File: src/rtl/rpn_pkg.sv
// rpn evaluator shared types, constants and codes
package rpn_pkg;

	localparam int unsigned StackDepth = 128;
	localparam int unsigned SpW        = $clog2(StackDepth + 1);
	localparam int unsigned AddrW      = $clog2(StackDepth);
	localparam int unsigned QueueDepth = 2;

	typedef enum logic [2:0] {
		ACT_PUSH  = 3'd0,
		ACT_ADD   = 3'd1,
		ACT_SUB   = 3'd2,
		ACT_MUL   = 3'd3,
		ACT_DIV   = 3'd4,
		ACT_PRINT = 3'd5,
		ACT_UNK   = 3'd6,
		ACT_RSVD  = 3'd7
	} action_t;

	typedef struct packed {
		logic [2:0]         action;
		logic signed [31:0] number_value;
	} in_item_t;

	typedef struct packed {
		logic               print_valid;
		logic signed [31:0] printed_value;
		logic               stack_underflow;
		logic               stack_overflow;
		logic               divide_by_zero;
		logic               unknown_command;
		logic               arith_saturated;
		logic [7:0]         stack_depth;
	} out_item_t;

	// classified operation handed from front to back
	typedef enum logic [2:0] {
		OP_PUSH  = 3'd0,
		OP_ADD   = 3'd1,
		OP_SUB   = 3'd2,
		OP_MUL   = 3'd3,
		OP_DIV   = 3'd4,
		OP_PRINT = 3'd5,
		OP_NONE  = 3'd6
	} op_t;

	typedef struct packed {
		op_t                op;
		logic signed [31:0] operand;
	} cmd_t;

	localparam logic signed [31:0] QMax = 32'sh7fffffff;
	localparam logic signed [31:0] QMin = 32'sh80000000;

endpackage

File: src/rtl/rpn_front.sv
// front end: accepts tokens, classifies them and queues commands
module rpn_front import rpn_pkg::*; (
	input  logic     clk,
	input  logic     arst_n,
	input  logic     in_valid,
	output logic     in_stall,
	input  in_item_t in_item,
	output logic     cmd_valid,
	input  logic     cmd_take,
	output cmd_t     cmd
);
	localparam int unsigned PtrW = $clog2(QueueDepth);

	cmd_t            queue_q [QueueDepth];
	logic [PtrW-1:0] wr_q, rd_q;
	logic [PtrW:0]   count_q;
	logic            push, pop;
	cmd_t            cls;

	always_comb begin
		cls.operand = in_item.number_value;
		unique case (action_t'(in_item.action))
			ACT_PUSH:  cls.op = OP_PUSH;
			ACT_ADD:   cls.op = OP_ADD;
			ACT_SUB:   cls.op = OP_SUB;
			ACT_MUL:   cls.op = OP_MUL;
			ACT_DIV:   cls.op = OP_DIV;
			ACT_PRINT: cls.op = OP_PRINT;
			default:   cls.op = OP_NONE;
		endcase
	end

	assign in_stall  = (count_q == (PtrW+1)'(QueueDepth));
	assign push      = in_valid && !in_stall;
	assign cmd_valid = (count_q != '0);
	assign pop       = cmd_valid && cmd_take;
	assign cmd       = queue_q[rd_q];

	always_ff @(posedge clk or negedge arst_n) begin
		if (!arst_n) begin
			wr_q    <= '0;
			rd_q    <= '0;
			count_q <= '0;
		end else begin
			if (push) wr_q <= wr_q + 1'b1;
			if (pop)  rd_q <= rd_q + 1'b1;
			count_q <= count_q + (PtrW+1)'(push) - (PtrW+1)'(pop);
		end
	end

	always_ff @(posedge clk) begin
		if (push) queue_q[wr_q] <= cls;
	end
endmodule

File: config.mk
export PLATFORM = sky130hd
export DESIGN_NAME = rpn_front
export DESIGN_NICKNAME = d
export VERILOG_FILES = /design/src/rtl/rpn_pkg.sv /design/src/rtl/rpn_front.sv
export SDC_FILE = /design/constraint.sdc
export NUM_CORES = 1
export LEC_CHECK = 0
export BUFFER_PORTS_ARGS = -buffer_cell sky130_fd_sc_hd__buf_4
export CAP_MARGIN = 15
export CORE_MARGIN = 3
export CORE_UTILIZATION = 36
export DETAILED_ROUTE_END_ITERATION = 10
export PLACE_DENSITY_LB_ADDON = 0.08
export SYNTH_ARGS = -nofsm -noshare
export SYNTH_HDL_FRONTEND = slang
export SYNTH_SLANG_ARGS = --single-unit
File: constraint.sdc
create_clock -name clk -period 5.1 [get_ports clk]
set_clock_uncertainty 0.05 [all_clocks]
set_input_delay 0.765 -clock clk [delete_from_list [all_inputs] [get_ports clk]]
set_output_delay 0.765 -clock clk [all_outputs]
set_load 0.02 [all_outputs]
==> impl_metrics.yaml, run 1 <==
clock_tree:
  worstSkewPairLatency_ps: 330
  clk_pin_slew_ps: 70
  ctsRootBufferMaster: "clkbuf_8"
  clockBufferDepth: 2
  cts_tree: "done"
  cts_inserted_buffers: 9
  cts_sinks: 74
  postCtsHoldBufs: 0
  ctsResizeCount: 0
  htree_levels: 3
  postCtsSetupBuffers: 0
drt:
  routed_wl_um: 4820
  routedWlPerCell_um: 15.4
  post-route-drc-count: 0
  viasPerCell: 4.44
  drt_iter0_markers: 87
  vias: 1394
  ant_nets: 0
  dr.pass1.iters: 3
floorplan:
  core_um2: 7490
  ios: 76
  die_h_um: 95.3
  num_rows: 31
  fp.dieW_um: 95.3
  dieArea_um2: 9070
  start_util: 0.383
synth:
  yosysTopAreaCellShare: 0.733
  ys_types: 17
  seq_area_frac_synth: 0.768
  ys_ff_latch: 74
  ys_warn_count: 0
  ys_top_cells_by_area: "edfxtp_1, mux2_4, dfrtp_1"
  yosys.area.top_type: "edfxtp_1"
  synthesis.nets: 171
  syn_inst: 130
  avgSynthCellArea_um2: 22.1
  netlist_area_um2: 2870
worst_hold_path:
  min_path_type: "in -> async"
setup_path:
  cp_cell_sequence: "mux2_2 > buf_4"
  max_stage_delay_ps: 1070
  cpMaxStageDelayCell: "dfrtp_2"
  rr_startpoint: "count_q[1]"
  start_kind: "flop"
  worstPathMaxFanout: 36
  crit_start: "rd_q"
  reg2reg_depth: 3
  crit_arrival_ps: 2030
  criticalPathCategory: "reg -> out"
  critPathTopFamily: "flip-flops"
  worstPathRequired_ps: 4280
  end_kind: "output pin"
  r2r_end: "queue_q[0][15]"
  crit_buf_inv: 1
  rrSetupSlack_ps: 3180
grt:
  grt-ovfl-total: 0
  grt_pass1_wl_um: 7470
  antenna_found_initial: 0
  grt_max_degree: 37
  track_usage: 0.115
  grt_pass1_vias: 1510
power:
  internal-power_mw: 1.52
  sequentialPowerShare: 0.431
  switching_power_uw: 681
  power_density_nw_per_um2: 592
  clockPowerShare: 0.216
  p_comb_frac: 0.353
  leakage_nw: 1.48
  p_sw_frac: 0.309
  ir_drop_uv: 345
place:
  place_hpwl_um: 3140
  dp.cells: 298
  gp_congestion: 0.624
  place_ws_ps: 2590
  io_buffers: 75
layout:
  drive_gt1_frac: 0.595
  final_common_cell: "buf_4"
  final_cells: 314
  synthToLayoutAreaGrowth_pct: 29.8
  final_cell_mix: "buf_4, edfxtp_1, mux2_4"
  nets: 251
  n_antenna_cell: 0
timing:
  fin_ws_ps: 2250
  rsz0062_at_grt: "no"
  worstMarginPinSlew_ps: 1090
  final.setup.tns_ps: 0
  setup_viol: 0
  fmax_mhz: 351
  maxSlewHeadroom: 0.273
  hold_ws_ps: 161
  period_needed_ps: 2850
  report.final.hold_viol_count: 0
  drv_slew: 0
  final.period_utilization: 0.558
status:
  status: "finished, final reports clean"
job:
  max_cap_viol_count: 0
[stage by stage]
step | utilization | power [mW] | instance area, µm²
after global routing | 0.497 | 2.32 | 3720
final | 0.497 | 2.20 | 3720
after floorplan | - | 1.48 | 2870
after CTS | 0.497 | 2.24 | 3720
after detailed placement | 0.469 | 1.76 | 3510
after global placement | 0.469 | 1.74 | 3510
[area by class of cell]
class	count	area (µm²)
Clock buffer	10	128
Clock inverter	6	81.3
Fill cell	632	3760
Inverter	2	7.51
Multi-Input combinational cell	48	614
Sequential cell	74	2200
Tap cell	99	124
Timing Repair Buffer	75	563
[synth_stat cells (all sizes together)]
library cell and number:
nor2 1, nand2 1, edfxtp 70, xnor2 3, or2 1, inv 2, xor2 1, ha 2
and2 1, buf 4, a21boi 1, mux2 35, nand2b 1, dfrtp 4, clkbuf 2, and3 1
[per-layer routing]
metal  vias up  wire length, µm  track usage
met2        44             2630        0.199
li1        658                -            -
met4         0               77       0.0757
met5         -                0            0
met3         7              299       0.0324
met1       685             1820        0.122
[cells by family after synthesis]
logic type | Yosys count | synth area share
multiplexers | 35 | 0.175
adder cells (fa/ha/maj) | 2 | 0.00872
XOR/XNOR | 4 | 0.0122
AND/OR/NAND/NOR | 6 | 0.0122
AO/OA/AOI/OAI | 1 | 0.00262
flip-flops | 74 | 0.768
buffers and inverters | 8 | 0.0209
[power groups by stage]
stage          combinational, mW  sequential [mW]  clock [mW]
6_report                   0.778            0.950       0.476
5_1_grt                    0.830            0.973       0.513
4_1_cts                    0.796            0.957       0.492
3_5_place_dp               0.794            0.970           0
3_3_place_gp               0.781            0.958           0
2_1_floorplan              0.597            0.879           0
[registers in the layout (all words and copies together), names as in the netlist]
| register | count |
|---|---|
| count_q | 2 |
| queue_q | 70 |
| rd_q | 1 |
| wr_q | 1 |
[how the worst max path moves through the flow]
stage | end | slack [ps] | depth (start not counted)
after detailed placement | cmd[34] | 2590 | 2
after floorplan | queue_q[0][0] | 2290 | 2
after global placement | cmd[2] | 2610 | 2
after global routing | cmd[1] | 2140 | 2
final | cmd[34] | 2250 | 2
after CTS | cmd[34] | 2210 | 2
[worst reg2reg max path: cells and delay by family (launching register included)]
family,cells,cell delay [ps]
AND/OR/NAND/NOR,3,1060
flip-flops,1,410
(Power assumes the default switching activity.)
==> run 2, diff against run 1 <==
==> constraint.sdc (replaced) <==
create_clock -name clk -period 2.46 [get_ports clk]
set_clock_uncertainty 0.05 [all_clocks]
set_input_delay 0.369 -clock clk [delete_from_list [all_inputs] [get_ports clk]]
set_output_delay 0.369 -clock clk [all_outputs]
set_load 0.02 [all_outputs]
==> impl_metrics.yaml, run 2 (synthesis gave the netlist of run 1 again) <==
status:
  status: "finished, final reports clean"
setup_path:
  start_kind: "flop"
  criticalPathCategory: "reg -> out"
  crit_start: "rd_q"
  end_kind: "output pin"
  worstPathRequired_ps: 2040
  reg2reg_depth: 7
  worstPathMaxFanout: 23
  crit_arrival_ps: 1780
  rr_startpoint: "count_q[1]"
timing:
  fmax_mhz: 455
  setup_viol: 0
  final.setup.tns_ps: 0
  maxSlewHeadroom: 0.697
  worstMarginPinSlew_ps: 455
  period_needed_ps: 2200
  drv_slew: 0
  report.final.hold_viol_count: 0
  rsz0062_at_grt: "no"
  hold_ws_ps: 173
  final.period_utilization: 0.894
  fin_ws_ps: 262
place:
  place_ws_ps: 592
  place_area_um2: 3570
  place_hpwl_um: 3620
  dp.cells: 301
  gp_congestion: 0.693
  io_buffers: 75
job:
  max_cap_viol_count: 0
worst_hold_path:
  holdPathStages: 1
  hp-start: "in_item[25]"
  min_path_type: "in -> reg"
power:
  clockPowerShare: 0.186
  internal-power_mw: 3.09
  ir_drop_uv: 634
  p_comb_frac: 0.394
  leakage_nw: 1.50
  switching_power_mw: 1.39
  power_density_nw_per_um2: 1190
  p_total_mw: 4.48
  sequentialPowerShare: 0.419
  p_sw_frac: 0.311
clock_tree:
  cts_inserted_buffers: 9
  clockBufferDepth: 2
  worstSkewPairLatency_ps: 320
  clk_pin_slew_ps: 70
  ctsRootBufferMaster: "clkbuf_8"
  htree_levels: 3
  cts_tree: "done"
  ctsResizeCount: 0
  cts_sinks: 74
  postCtsSetupBuffers: 0
floorplan:
  dieArea_um2: 9070
  core_um2: 7490
  start_util: 0.383
  fp.dieW_um: 95.3
  num_rows: 31
  ios: 76
  die_h_um: 95.3
grt:
  grt_pass1_wl_um: 7500
  grt_pass1_vias: 1563
  antenna_found_initial: 0
  track_usage: 0.115
  grt-ovfl-total: 0
  grt_max_degree: 24
layout:
  stdcell_area_um2: 3750
  drive_gt1_frac: 0.594
  final_common_cell: "buf_4"
  reg_top3: "queue_q x70, count_q x2"
  synthToLayoutAreaGrowth_pct: 30.9
  largest_register_ffs: 70
  utilization: 0.501
  final_cell_mix: "buf_4, edfxtp_1, mux2_4"
  regMostFlops: "queue_q"
  nets: 255
  n_antenna_cell: 0
  fillers: 637
  final_cells: 316
drt:
  vias: 1409
  post-route-drc-count: 0
  viasPerCell: 4.46
  routedWlPerCell_um: 15.6
  drt_iter0_markers: 58
  routed_wl_um: 4940
  dr.pass1.iters: 4
  ant_nets: 0
-- run 2: cell count changes in the layout (fill, tap and decap cells not counted) --
cell,change
bufinv_16,-1
clkinv_1,+1
clkbuf_1,-1
clkinvlp_4,-1
dlygate4sd3_1,+1
buf_12,+3
-- run 2: metal layers --
| metal | global-route usage | wire (µm) | up-vias |
|---|---|---|---|
| li1 | - | - | 662 |
| met1 | 0.118 | 1780 | 695 |
| met2 | 0.209 | 2790 | 43 |
| met3 | 0.0292 | 280 | 9 |
| met4 | 0.0649 | 90 | 0 |
| met5 | 0 | 0 | - |
-- run 2: final cells by class --
cell class | instances | area (µm²) | share of cell area
sequential | 74 | 2200 | 0.587
clock inverter | 5 | 47.5 | 0.0127
clock buffer | 9 | 124 | 0.0330
multi-input combinational | 48 | 614 | 0.164
timing repair buffer | 79 | 633 | 0.169
inverter | 2 | 7.51 | 0.00200
tap | 99 | 124 | 0.0330
-- run 2: what timing repair did --
item | in CTS | in global routing
endpoints found under the setup margin | 0 | 0
endpoints found under the hold margin | 4 | 0
hold buffers | 1 | 0
-- run 2: critical path: stages (launching register included) --
cell	delay, ps
dfrtp_2	660
buf_12	270
mux2_2	360
buf_4	160
-- run 2: final timing paths --
kind | to | slack, ps
worst min register to register | count_q[1] | 470
worst max register to register | count_q[1] | 710
worst min-delay path | queue_q[0][25] | 170
worst max-delay path | cmd[2] | 260
max in group asynchronous | rd_q | 1930
min in group asynchronous | rd_q | 320
-- run 2: power groups by stage --
stage	clock network, mW	logic, mW	registers [mW]
floorplan	0	1.24	1.82
global placement	0	1.78	1.89
detailed placement	0	1.81	1.91
CTS	0.865	1.81	1.88
global route	0.912	1.90	1.91
finish	0.836	1.77	1.88
==> run 3, diff against run 2 <==
--- a/config.mk
+++ b/config.mk
@@ -7,8 +7,10 @@
 export LEC_CHECK = 0
 export BUFFER_PORTS_ARGS = -buffer_cell sky130_fd_sc_hd__buf_4
 export CAP_MARGIN = 15
+export CORE_ASPECT_RATIO = 1.1
 export CORE_MARGIN = 3
 export CORE_UTILIZATION = 36
+export CTS_BUF_LIST = sky130_fd_sc_hd__clkbuf_16
 export DETAILED_ROUTE_END_ITERATION = 10
 export PLACE_DENSITY_LB_ADDON = 0.08
 export SYNTH_ARGS = -nofsm -noshare
==> constraint.sdc (replaced) <==
create_clock -name clk -period 2.46 [get_ports clk]
set_clock_uncertainty 0.05 [all_clocks]
set_input_delay 0 -clock clk [delete_from_list [all_inputs] [get_ports clk]]
set_output_delay 0 -clock clk [all_outputs]
set_load 0.02 [all_outputs]
==> impl_metrics.yaml, run 3 (synthesis gave the netlist of run 1 again) <==
job:
  max_cap_viol_count: 0
drt:
  post-route-drc-count: 0
  routed_wl_um: 5270
  vias: 1564
  ant_nets: 0
  dr.pass1.iters: 4
  drt_iter0_markers: 65
  viasPerCell: 4.34
  routedWlPerCell_um: 14.6
setup_path:
  crit_arrival_ps: 1830
  end_kind: "output pin"
  worstPathMaxFanout: 21
  cpMaxStageDelayCell: "dfrtp_2"
  start_kind: "flop"
  crit_buf_inv: 2
  cp_cell_sequence: "buf_12 > mux2_2 > buf_4"
  critPathTopFamily: "flip-flops"
  max_stage_delay_ps: 710
  worstPathRequired_ps: 2410
  criticalPathCategory: "reg -> out"
timing:
  worstMarginPinSlew_ps: 541
  fmax_mhz: 533
  maxSlewHeadroom: 0.639
  final.period_utilization: 0.763
  fin_ws_ps: 584
  setup_viol: 0
  drv_slew: 0
  final.setup.tns_ps: 0
  rsz0062_at_grt: "no"
  report.final.hold_viol_count: 0
  period_needed_ps: 1880
layout:
  n_antenna_cell: 0
  final_cell_mix: "buf_4, edfxtp_1, dlygate4sd3_1"
  final_common_cell: "buf_4"
  synthToLayoutAreaGrowth_pct: 46.6
  reg_top3: "queue_q x70, count_q x2"
  nets: 291
  regMostFlops: "queue_q"
  drive_gt1_frac: 0.506
  largest_register_ffs: 70
clock_tree:
  postCtsHoldBufs: 37
  worstSkewPairLatency_ps: 320
  cts_sinks: 74
  cts_tree: "done"
  ctsResizeCount: 0
  cts_inserted_buffers: 9
  ctsRootBufferMaster: "clkbuf_16"
  postCtsSetupBuffers: 0
  htree_levels: 3
  clockBufferDepth: 2
  clk_pin_slew_ps: 50
power:
  switching_power_mw: 1.47
  p_sw_frac: 0.305
  internal-power_mw: 3.35
  leakage_nw: 1.70
  p_comb_frac: 0.379
  sequentialPowerShare: 0.393
  ir_drop_uv: 669
  p_total_mw: 4.81
  clockPowerShare: 0.228
  power_density_nw_per_um2: 1140
place:
  io_buffers: 75
  place_hpwl_um: 3530
  gp_congestion: 0.655
  place_ws_ps: 701
floorplan:
  die_h_um: 99.6
  start_util: 0.377
  core_um2: 7600
  dieArea_um2: 9070
  fp.dieW_um: 91.1
  num_rows: 33
  ios: 76
grt:
  grt_pass1_vias: 1807
  track_usage: 0.125
  grt_max_degree: 22
  grt-ovfl-total: 0
  antenna_found_initial: 0
  grt_pass1_wl_um: 8560
status:
  status: "finished, final reports clean"
worst_hold_path:
  min_path_type: "in -> reg"
## run 3: power groups by stage
stage	registers [mW]	logic [mW]	clock network [mW]
after floorplan	1.82	1.24	0
after global placement	1.90	1.77	0
after detailed placement	1.92	1.81	0
after CTS	1.90	1.86	1.13
after global routing	1.93	1.94	1.20
final	1.89	1.82	1.09
## run 3: layout make-up
type | instances | area, µm²
clock buffers | 9 | 225
clock inverters | 7 | 30.0
fillers | 631 | 3390
inverters | 2 | 7.51
multi-input cells | 48 | 614
flip-flops and latches | 74 | 2200
well taps | 105 | 131
repair buffers | 115 | 993
## run 3: tightest hold or removal path, cell delays in order
cell     delay, ps
buf_4          110
nand2_1        150
xnor2_1         90
## run 3: routing by layer
metal  routed length, µm  part of all wire  GRT usage  vias up
met3                 253             0.048     0.0348        7
li1                    -                 -          -      740
met4                  83             0.016     0.0696        0
met5                   0                 0          0        -
met1                2000              0.38      0.132      764
met2                2930              0.56      0.224       53
## run 3: worst paths after layout
path                                  from  slack [ps]  depth (start not counted)          to
worst max-delay path                  rd_q         580                          3      cmd[2]
worst min-delay path              in_valid          20                          3        wr_q
worst max register to register  count_q[1]         680                          7  count_q[1]
worst min register to register  count_q[1]         470                          1  count_q[1]
max in group asynchronous           arst_n        1640                          3        rd_q
min in group asynchronous           arst_n         530                          3  count_q[0]
## run 3: stage by stage
step	std cells	hold slack, ps	utilization	instance area (µm²)
floorplan	130	-346	-	2870
global placement	307	-254	0.471	3580
detailed placement	307	-250	0.471	3580
CTS	360	11.8	0.554	4210
global route	360	43.2	0.554	4210
finish	360	23.1	0.554	4210
